### src/rtl/core/kps_pkg.sv
// package for the matrix keypad scanner: types, register indexes and helpers
`timescale 1ns / 1ps
`default_nettype none

package kps_pkg;

  localparam int unsigned NUM_LINES   = 4;
  localparam int unsigned IDX_W       = 2;
  localparam int unsigned CNT_W       = 3;
  localparam int unsigned DEB_W       = 16;
  localparam int unsigned CODE_W      = 8;
  localparam int unsigned ROW_CODES_W = 32;
  localparam int unsigned CFG_DATA_W  = 32;
  localparam int unsigned CFG_IDX_W   = 3;

  localparam logic [CNT_W-1:0] ROWS_RST     = 3'd4;
  localparam logic [CNT_W-1:0] COLS_RST     = 3'd4;
  localparam logic [DEB_W-1:0] DEBOUNCE_RST = 16'd10;

  localparam int unsigned DEF_MAX_ROWS    = 4;
  localparam int unsigned DEF_MAX_COLUMNS = 4;

  localparam logic [CFG_IDX_W-1:0] REG_ROWS      = 3'd0;
  localparam logic [CFG_IDX_W-1:0] REG_COLUMNS   = 3'd1;
  localparam logic [CFG_IDX_W-1:0] REG_DEBOUNCE  = 3'd2;
  localparam logic [CFG_IDX_W-1:0] REG_CODES_R0  = 3'd3;
  localparam logic [CFG_IDX_W-1:0] REG_CODES_R1  = 3'd4;
  localparam logic [CFG_IDX_W-1:0] REG_CODES_R2  = 3'd5;
  localparam logic [CFG_IDX_W-1:0] REG_CODES_R3  = 3'd6;

  typedef enum logic [1:0] {
    PH_SCAN     = 2'd0,
    PH_RELEASE  = 2'd1,
    PH_DEBOUNCE = 2'd2
  } scan_phase_t;

  typedef struct packed {
    logic [CNT_W-1:0]                       rows;
    logic [CNT_W-1:0]                       cols;
    logic [DEB_W-1:0]                       debounce;
    logic [NUM_LINES-1:0][ROW_CODES_W-1:0]  codes;
  } cfg_t;

  typedef struct packed {
    scan_phase_t         phase;
    logic [IDX_W-1:0]    col;
    logic [IDX_W-1:0]    row;
    logic [DEB_W-1:0]    deb_count;
    logic [CODE_W-1:0]   code;
    logic                found;
  } scan_state_t;

  typedef struct packed {
    logic [NUM_LINES-1:0] column_drive;
    logic                 pass_done;
    logic                 key_found;
    logic [CODE_W-1:0]    key_code;
  } scan_result_t;

  // count register clamped to 1..lim
  function automatic logic [CNT_W-1:0] clamp_count(input logic [CNT_W-1:0] v,
                                                   input logic [CNT_W-1:0] lim);
    logic [CNT_W-1:0] c;
    c = (v == '0) ? CNT_W'(1) : v;
    return (c > lim) ? lim : c;
  endfunction

endpackage

`default_nettype wire

### src/rtl/core/kps_cfg.sv
// configuration register file of the keypad scanner
`timescale 1ns / 1ps
`default_nettype none

module kps_cfg
  import kps_pkg::*;
(
  input  wire logic                  clk,
  input  wire logic                  rst_n,
  input  wire logic                  cfg_we,
  input  wire logic [CFG_IDX_W-1:0]  cfg_index,
  input  wire logic [CFG_DATA_W-1:0] cfg_data,
  output cfg_t                       cfg
);

  cfg_t cfg_r;
  cfg_t cfg_nxt;

  always_comb begin
    cfg_nxt = cfg_r;
    if (cfg_we) begin
      case (cfg_index)
        REG_ROWS:     cfg_nxt.rows     = cfg_data[CNT_W-1:0];
        REG_COLUMNS:  cfg_nxt.cols     = cfg_data[CNT_W-1:0];
        REG_DEBOUNCE: cfg_nxt.debounce = cfg_data[DEB_W-1:0];
        REG_CODES_R0: cfg_nxt.codes[0] = cfg_data[ROW_CODES_W-1:0];
        REG_CODES_R1: cfg_nxt.codes[1] = cfg_data[ROW_CODES_W-1:0];
        REG_CODES_R2: cfg_nxt.codes[2] = cfg_data[ROW_CODES_W-1:0];
        REG_CODES_R3: cfg_nxt.codes[3] = cfg_data[ROW_CODES_W-1:0];
        default:      cfg_nxt = cfg_r;
      endcase
    end
  end

  always_ff @(posedge clk) begin
    if (!rst_n) begin
      cfg_r.rows     <= ROWS_RST;
      cfg_r.cols     <= COLS_RST;
      cfg_r.debounce <= DEBOUNCE_RST;
      cfg_r.codes    <= '0;
    end else begin
      cfg_r <= cfg_nxt;
    end
  end

  assign cfg = cfg_r;

endmodule

`default_nettype wire

### src/rtl/core/kps_step.sv
// next-state and result logic for one scan tick
`timescale 1ns / 1ps
`default_nettype none

module kps_step
  import kps_pkg::*;
#(
  parameter int unsigned MAX_ROWS    = DEF_MAX_ROWS,
  parameter int unsigned MAX_COLUMNS = DEF_MAX_COLUMNS
) (
  input  cfg_t                       cfg,
  input  scan_state_t                st,
  input  wire logic [NUM_LINES-1:0]  row_levels,
  output scan_state_t                st_nxt,
  output scan_result_t               res
);

  localparam int unsigned ROW_LIM_I = (MAX_ROWS < NUM_LINES) ? MAX_ROWS : NUM_LINES;
  localparam int unsigned COL_LIM_I = (MAX_COLUMNS < NUM_LINES) ? MAX_COLUMNS : NUM_LINES;
  localparam logic [CNT_W-1:0] ROW_LIM = CNT_W'((ROW_LIM_I < 1) ? 1 : ROW_LIM_I);
  localparam logic [CNT_W-1:0] COL_LIM = CNT_W'((COL_LIM_I < 1) ? 1 : COL_LIM_I);

  logic [CNT_W-1:0]  rows;
  logic [CNT_W-1:0]  cols;
  logic              row_low;
  logic [IDX_W-1:0]  row_inc;
  logic [IDX_W-1:0]  col_inc;
  logic              row_wrap;
  logic              col_wrap;
  logic [IDX_W-1:0]  adv_row;
  logic [IDX_W-1:0]  adv_col;
  logic              adv_done;
  logic [DEB_W-1:0]  deb_dec;
  logic [CODE_W-1:0] table_code;
  logic              advance;
  logic              done;

  assign rows    = clamp_count(cfg.rows, ROW_LIM);
  assign cols    = clamp_count(cfg.cols, COL_LIM);
  assign row_low = ~row_levels[st.row];

  // row then column stepping
  assign row_inc  = st.row + IDX_W'(1);
  assign col_inc  = st.col + IDX_W'(1);
  assign row_wrap = (row_inc == '0) || ({1'b0, row_inc} >= rows);
  assign col_wrap = (col_inc == '0) || ({1'b0, col_inc} >= cols);
  assign adv_row  = row_wrap ? '0 : row_inc;
  assign adv_col  = row_wrap ? (col_wrap ? '0 : col_inc) : st.col;
  assign adv_done = row_wrap && col_wrap;

  assign deb_dec    = st.deb_count - DEB_W'(1);
  assign table_code = CODE_W'(cfg.codes[st.row] >> {st.col, 3'b000});

  always_comb begin
    st_nxt  = st;
    advance = 1'b0;
    case (st.phase)
      PH_RELEASE: begin
        if (!row_low) begin
          if (cfg.debounce == '0) begin
            advance = 1'b1;
          end else begin
            st_nxt.deb_count = cfg.debounce;
            st_nxt.phase     = PH_DEBOUNCE;
          end
        end
      end
      PH_DEBOUNCE: begin
        st_nxt.deb_count = deb_dec;
        if (deb_dec == '0) begin
          advance = 1'b1;
        end
      end
      default: begin
        if (({1'b0, st.row} < rows) && ({1'b0, st.col} < cols) && row_low) begin
          st_nxt.code  = table_code;
          st_nxt.found = 1'b1;
          st_nxt.phase = PH_RELEASE;
        end else begin
          advance = 1'b1;
        end
      end
    endcase

    done = advance && adv_done;
    if (advance) begin
      st_nxt.phase = PH_SCAN;
      st_nxt.row   = adv_row;
      st_nxt.col   = adv_col;
    end
    if (done) begin
      st_nxt.found = 1'b0;
      st_nxt.code  = '0;
    end
  end

  always_comb begin
    res.column_drive = ~(NUM_LINES'(1) << st.col);
    res.pass_done    = done;
    res.key_found    = done && st.found;
    res.key_code     = (done && st.found) ? st.code : '0;
  end

endmodule

`default_nettype wire

### src/rtl/core/matrix_keypad_scanner.sv
// top level of the matrix keypad scanner: scan state, output register, checks
//
//  channel   signals                                        direction
//  in        in_valid, in_ready, in_row_levels              tick in
//  out       out_valid, out_ready, out_column_drive,
//            out_pass_done, out_key_found, out_key_code     result out
//  cfg       cfg_we, cfg_index, cfg_data                    register write
//
// one result per input tick, one tick per cycle when out_ready stays high
// the result is registered: the scan state and output register update together
// in_ready = !out_valid || out_ready, so a stall on out holds one result only
// synchronous active-low reset restores config registers, scan state and out_valid
`timescale 1ns / 1ps
`default_nettype none

module matrix_keypad_scanner
  import kps_pkg::*;
#(
  parameter int unsigned MAX_ROWS    = DEF_MAX_ROWS,
  parameter int unsigned MAX_COLUMNS = DEF_MAX_COLUMNS
) (
  input  wire logic                  clk,
  input  wire logic                  rst_n,
  input  wire logic                  in_valid,
  output logic                       in_ready,
  input  wire logic [NUM_LINES-1:0]  in_row_levels,
  output logic                       out_valid,
  input  wire logic                  out_ready,
  output logic [NUM_LINES-1:0]       out_column_drive,
  output logic                       out_pass_done,
  output logic                       out_key_found,
  output logic [CODE_W-1:0]          out_key_code,
  input  wire logic                  cfg_we,
  input  wire logic [CFG_IDX_W-1:0]  cfg_index,
  input  wire logic [CFG_DATA_W-1:0] cfg_data
);

  cfg_t         cfg;
  scan_state_t  st_r;
  scan_state_t  st_nxt;
  scan_result_t res;
  scan_result_t res_r;
  logic         out_valid_r;
  logic         in_xact;

  kps_cfg u_cfg (
    .clk       (clk),
    .rst_n     (rst_n),
    .cfg_we    (cfg_we),
    .cfg_index (cfg_index),
    .cfg_data  (cfg_data),
    .cfg       (cfg)
  );

  kps_step #(
    .MAX_ROWS    (MAX_ROWS),
    .MAX_COLUMNS (MAX_COLUMNS)
  ) u_step (
    .cfg        (cfg),
    .st         (st_r),
    .row_levels (in_row_levels),
    .st_nxt     (st_nxt),
    .res        (res)
  );

  assign in_ready = !out_valid_r || out_ready;
  assign in_xact  = in_valid && in_ready;

  always_ff @(posedge clk) begin
    if (!rst_n) begin
      st_r.phase     <= PH_SCAN;
      st_r.col       <= '0;
      st_r.row       <= '0;
      st_r.deb_count <= '0;
      st_r.code      <= '0;
      st_r.found     <= 1'b0;
      out_valid_r    <= 1'b0;
    end else begin
      if (in_xact) begin
        st_r <= st_nxt;
      end
      if (in_xact) begin
        out_valid_r <= 1'b1;
      end else if (out_ready) begin
        out_valid_r <= 1'b0;
      end
    end
  end

  always_ff @(posedge clk) begin
    if (in_xact) begin
      res_r <= res;
    end
  end

  assign out_valid        = out_valid_r;
  assign out_column_drive = res_r.column_drive;
  assign out_pass_done    = res_r.pass_done;
  assign out_key_found    = res_r.key_found;
  assign out_key_code     = res_r.key_code;

`ifndef ASSERT_OFF
  a_one_column: assert property (@(posedge clk) disable iff (!rst_n)
    out_valid |-> ($countones(~out_column_drive) == 1))
    else $error("column drive must have exactly one active column");

  a_quiet_mid_pass: assert property (@(posedge clk) disable iff (!rst_n)
    (out_valid && !out_pass_done) |-> (!out_key_found && (out_key_code == '0)))
    else $error("key report outside pass completion");

  a_debounce_nonzero: assert property (@(posedge clk) disable iff (!rst_n)
    (st_r.phase == PH_DEBOUNCE) |-> (st_r.deb_count != '0))
    else $error("debounce phase with zero count");

  a_state_holds: assert property (@(posedge clk) disable iff (!rst_n)
    !$past(in_xact) && $past(rst_n) |-> $stable(st_r))
    else $error("scan state changed without an input transaction");
`endif

endmodule

`default_nettype wire
### config.mk
export PLATFORM = sky130hd
export DESIGN_NAME = matrix_keypad_scanner
export DESIGN_NICKNAME = d
export VERILOG_FILES = /design/src/rtl/core/kps_pkg.sv /design/src/rtl/core/kps_cfg.sv /design/src/rtl/core/kps_step.sv /design/src/rtl/core/matrix_keypad_scanner.sv
export SDC_FILE = /design/constraint.sdc
export NUM_CORES = 1
export LEC_CHECK = 0
export BUFFER_PORTS_ARGS = -buffer_cell sky130_fd_sc_hd__clkbuf_2
export CORE_MARGIN = 5
export CORE_UTILIZATION = 40
export DETAILED_ROUTE_END_ITERATION = 10
export GPL_ROUTABILITY_DRIVEN = 0
export PLACE_DENSITY = 0.69
export SKIP_CTS_REPAIR_TIMING = 1
export SYNTH_ARGS = -nofsm -noshare
export SYNTH_HDL_FRONTEND = slang
export SYNTH_SLANG_ARGS = --single-unit
### constraint.sdc
create_clock -name clk -period 3 [get_ports clk]
set_input_delay 0.45 -clock clk [delete_from_list [all_inputs] [get_ports clk]]
set_output_delay 0.45 -clock clk [all_outputs]
set_load 0.01 [all_outputs]
# --- Word-level counts from Yosys, hierarchy flattened ---
# Cells that the tools add are included.
word_totals:
  reg_bits: 196
  latch_bits: 0
  mem_bits_rw: 0
  romBits: 0
  out_inout_bits: 16
  mem_count: 0
classes:
  addsub: 3
  multipliers: 0
  n_div: 0
  order_cmp: 7
  n_eq_ne: 14
  shifts: 2
  n_mux: 29
  n_bitwise: 2
  reduce_logical: 34
ops:
  columns: ["cell", "n"]
  rows:
  - ["$bmux 32 s2", 1]
  - ["$logic_not 16->1", 2]
  - ["$mux 16", 2]
  - ["$mux 32", 1]
  - ["$pmux 16 s2", 1]
  - ["$shr 32x5->8", 1]
  - ["$mux 9", 3]
  - ["$reduce_and 2->1", 8]
  - ["$sub 16x1->16 const B", 1]
  - ["$mux 2", 6]
  - ["$mux 3", 4]
  - ["$eq 3x3->1 const B", 3]
  - ["$logic_not 3->1", 3]
  - ["$mux 1", 7]
  - ["$eq 3x2->1 const B", 2]
  - ["$ge 2x3->1", 2]
  - ["$gt 3x3->1 const B", 2]
  - ["$logic_and 1x1->1", 6]
  - ["$lt 2x3->1", 2]
  - ["$mux 6", 1]
  - ["$ne 2x1->1 const B", 3]
  - ["$reduce_and 3->1", 2]
  - ["$reduce_bool 2->1", 3]
  - ["$reduce_and 5->1", 1]
  - ["other kinds (20)", 24]

# --- Depth between registers and ports, before layout ---
logic_depth:
  depth_word: 12
  mapped_depth: 12
  mapped_depth_nobuf: 10

# --- By module ---
# Synthesis repeated with hierarchy kept, for this count alone.
hier_totals:
  hier_cells: 978
  hier_area_um2: 9815.7
by_module_without_submodules:
  columns: ["mod", "n_inst", "cells_per_inst", "area_each_um2", "seq_area_each_um2"]
  rows:
  - ["kps_cfg", 1, 532, 5495.3, 3002.9]
  - ["kps_step", 1, 292, 2582.5, 0.0]
  - ["matrix_keypad_scanner", 1, 154, 1737.9, 1061.0]

# --- Worst setup path before layout ---
# OpenSTA, ideal clock, no wires.
synth_path:
  path_kind: "register to register"
  from: "register st_r[27] (netlist bit)"
  to: "register st_r[27] (netlist bit)"
  setup_ns: 0.069
  arrival_ns: 2.825
  t_required_ns: 2.931
  path_slack_ns: 0.106
  stages_incl_launch_ff: 12
  path_buffers: 2
  path_cell_list: "dfxtp_1 clkbuf_1 clkbuf_1 inv_1 ha_1 inv_1 a21oi_1 o221ai_1 o2111a_1 a21oi_4 or4_1 o21ai_1"
synth_via:
  elab_chain_len: 6
  word_cells_on_any_way: 11
synth_lines:
  columns: ["element", "line_no", "rtl"]
  rows:
  - ["start, declared", "matrix_keypad_scanner.sv:39", "scan_state_t st_r;"]
  - ["start signal, assigned", "matrix_keypad_scanner.sv:80", "st_r <= st_nxt;"]
  - ["$lt 2x3->1", "kps_step.sv:75", "if (({1'b0, st.row} < rows) && ({1'b0, st.col} < cols) && row_low) begin"]
  - ["$logic_and 1x1->1 (2 in a row)", "kps_step.sv:75", null]
  - ["$mux 1", "kps_step.sv:75", null]
  - ["$pmux 1 s2", "kps_step.sv:57", "case (st.phase)"]
  - ["$reduce_and 3->1 (no source line)", null, null]
# Several ways; a longest one is shown, not always the timed one.
# A chain may end at the register's enable or synchronous reset.

==> key figures <==
Run status
  – Status: finished clean

GRT
  – Global Route Usage Sum: roughly 18%
  – Initial antenna violation count: 1
  – Gr ovfl total: 0
  – Largest net degree at the start of global routing: 103
  – Vias in the first global route: 7080
  – First-pass GRT wire length: between 30 and 40 mm

Synthesis
  – Top_reg_cell synth: dfxtp_1
  – Post-Syn Area: 9340 um^2
  – Syn_nets: 1097
  – Synth unique cells: 57
  – Synth top area cells: dfxtp_1, nand2_1, a21boi_0, mux4_2, edfxtp_1
  – FFs w/ async S/R, synth: 0%
  – Largest area contributor in the synthesized netlist: dfxtp_1
  – Post-synth top cells: nand2_1, dfxtp_1, a21boi_0
  – Post-synth top area share: 39.0%
  – Post-synthesis register bit count: 196
  – Synth warnings: 0
  – Mapped Avg Cell Area: 9.02 um^2
  – Mapped Cells: between 1000 and 1500
  – Most frequent cell after synthesis: nand2_1
  – Post-synth EDFFs: 14
  – Sequential area share after synthesis: 43.5%

Critical path
  – Reg2reg setup slack: 0.43 ns
  – Cells on worst reg2reg path: 9
  – Setup crit end kind: flop
  – Worst R2R End: out_key_code[4]
  – Kind of critical path: reg2reg
  – CP startpoint kind: flop
  – Worst setup path startpoint: st_r[30]
  – Critical Path Max Stage Delay: between 0.4 and 0.5 ns
  – CP Cell Sequence: inv_1 > ha_1 > nor4b_1 > nand4_1 > nor4_1 > a22o_1 > a21oi_4 > nor3b_2 > and2_1
  – Startpoint of the worst register-to-register path: st_r[30]
  – Critical path's slowest cell: nor4_1
  – Crit path buf inv count: 1
  – Delay-heaviest family, CP: simple AND/OR/NAND/NOR gates
  – CP Data Arrival Time: between 2 and 3 ns
  – Crit Path Max Fanout: 9
  – WP data required: 3.31 ns

Hold path
  – Hold/Removal Path Class: in2reg
  – Worst hold stages: 3
  – End of the worst hold path: out_valid
  – Worst hold start: in_valid

Power and ir drop
  – Combinational share of power: 10.5%
  – Clock Power Share: 41.0%
  – Int Pwr: 4100 uW
  – Switch Pwr: around 1600 uW
  – Power per cell area: 538 nW/um^2
  – Tot Pwr: 5660 uW
  – LEAKAGE: roughly 0.0036 uW
  – Seq pwr share: 48.5%
  – Sw Ratio: 27.6%
  – Peak VDD IR: 391 uV

CTS
  – CTS Buf Count: 17
  – Clk slew on worst S/H paths: around 0.08 ns
  – Root buffer cell: clkbuf_16
  – Clock Tree Buf Depth: 2
  – CTS tree: done
  – H-tree levels: 4
  – Clock Latency Late Sink: 0.44 ns
  – Sink Count: around 200

STA
  – Final setup viols: 0
  – Clk_skew: roughly 0.013 ns
  – Fmax: 0.389 GHz
  – RSZ-0062 raised after global routing: false
  – Final period utilization: a little under nine tenths
  – Max Slew Vio Count: 0
  – Max-slew headroom: between 50% and 60%
  – Worst hold slack: between 0.2 and 0.25 ns
  – Hold Vio Cnt, Final: 0
  – Worst-Margin Slew: 0.721 ns
  – Setup TNS: 0 ns
  – Post-layout min period: about 2.6 ns

Floorplan
  – Die ar.: ~26000 um^2
  – Initial Util: 40.1%
  – Die span in x: 163 um
  – Cell row count: 56
  – Core area: around 23000 um^2
  – Die H: 163 um
  – I/O pin total: 60

Routing
  – Average wire per standard cell: 16.7 um
  – DRT Pass-1 Iters: 5
  – Final ANT Viol Nets: 0
  – DRC: 0
  – Starting DRT DRC Count: 510
  – Vias per cell: 5.35
  – Post-Route WL: 23.2 mm
  – Via count: 7448

Finish
  – Nets: 1123
  – Fraction of layout cells with a size suffix above 1: 16.9%
  – Layout area overhead: 12.7%
  – Non-Filler Instances: 1393
  – Fin area: 10500 um^2
  – N_diodes: 0
  – Fillers: about 2300

Placed design
  – PortBufs: 59
  – Cell Area, Placed: 9930 um^2
  – Count of placed standard cells including taps: 1361
  – Detail Placement HPWL: roughly 15 mm

Run
  – Max Cap Viol: 0
==> metal layers <==
| layer | vias to the layer above | global-route usage [%] | share of wire (%) |
|---|---|---|---|
| li1 | 3622 | - | - |
| met1 | 3605 | 24.6 | 45 |
| met2 | 187 | 29.3 | 48 |
| met3 | 32 | 3.42 | 5.2 |
| met4 | 2 | 4.99 | 1.7 |
| met5 | - | 0 | 0.056 |
==> power groups by stage <==
stage | combinational (uW) | sequential [uW] | clock (uW)
floorplan | 406 | 2790 | 0
global placement | 583 | 2800 | 0
detailed placement | 592 | 2810 | 0
CTS | 596 | 2740 | 2350
global route | 657 | 2750 | 2460
finish | 594 | 2740 | 2320
==> cell families after synthesis <==
logic type	count (synthesis)	synth area share [%]
AND/OR/NAND/NOR	428	19.7
AO/OA/AOI/OAI	242	19.1
flip-flops	196	43.5
buffers and inverters	98	4.07
multiplexers	52	11.1
adder cells (fa/ha/maj)	18	2.41
XOR/XNOR	1	0.0938
==> registers in the layout, indices dropped and copies added, names as in the netlist <==
register / count
u_cfg.cfg: 150
st_r: 31
out_key_code: 8
out_column_drive: 4
out_key_found: 1
out_pass_done: 1
out_valid: 1
==> per-stage QoR <==
| step | utilization (%) | worst slack, ns |
|---|---|---|
| 3_3_place_gp | 42.7 | 0.512 |
| 6_report | 45.3 | 0.428 |
| 5_1_grt | 45.3 | 0.186 |
| 2_1_floorplan | - | 0.106 |
| 4_1_cts | 45.3 | 0.442 |
| 3_5_place_dp | 42.7 | 0.481 |
==> layout make-up <==
type	instances	area, um^2	area share, %
sequential	196	4070	38.6
clock inverter	13	141	1.34
timing repair buffer	78	465	4.42
multi-input combinational	741	4900	46.5
tap	319	399	3.79
inverter	27	101	0.963
clock buffer	19	453	4.30
==> cell usage in the layout (no fill, tap or decap), types with 8 or more instances in the layout <==
cell / instances
mux2i_1: 11
a21boi_1: 8
clkbuf_16: 17
clkbuf_2: 58
nor2b_1: 9
inv_1: 26
nor2_1: 26
a21boi_0: 143
ha_1: 18
a21oi_1: 22
dfxtp_1: 180
nand3_1: 17
edfxtp_1: 14
and2_1: 17
o21ai_0: 12
nor3_1: 11
a22oi_1: 8
nand2_1: 310
mux4_2: 41
buf_4: 18
==> tightest hold or removal path, delay by kind of cell <==
| family | cells | cell delay, ns |
|---|---|---|
| AO/OA/AOI/OAI | 1 | 0.06 |
| buffers and inverters | 2 | 0.13 |
==> how the worst max path moves through the flow <==
| stage | end | slack, ns | cells after the start |
|---|---|---|---|
| 3_3_place_gp | st_r[14] | 0.51 | 9 |
| 3_5_place_dp | out_key_code[4] | 0.48 | 9 |
| 5_1_grt | out_key_code[0] | 0.19 | 9 |
| 4_1_cts | out_key_code[4] | 0.44 | 9 |
| 6_report | out_key_code[4] | 0.43 | 9 |
| 2_1_floorplan | st_r[27] | 0.11 | 11 |
No activity file was read; power rests on OpenSTA's default activity.
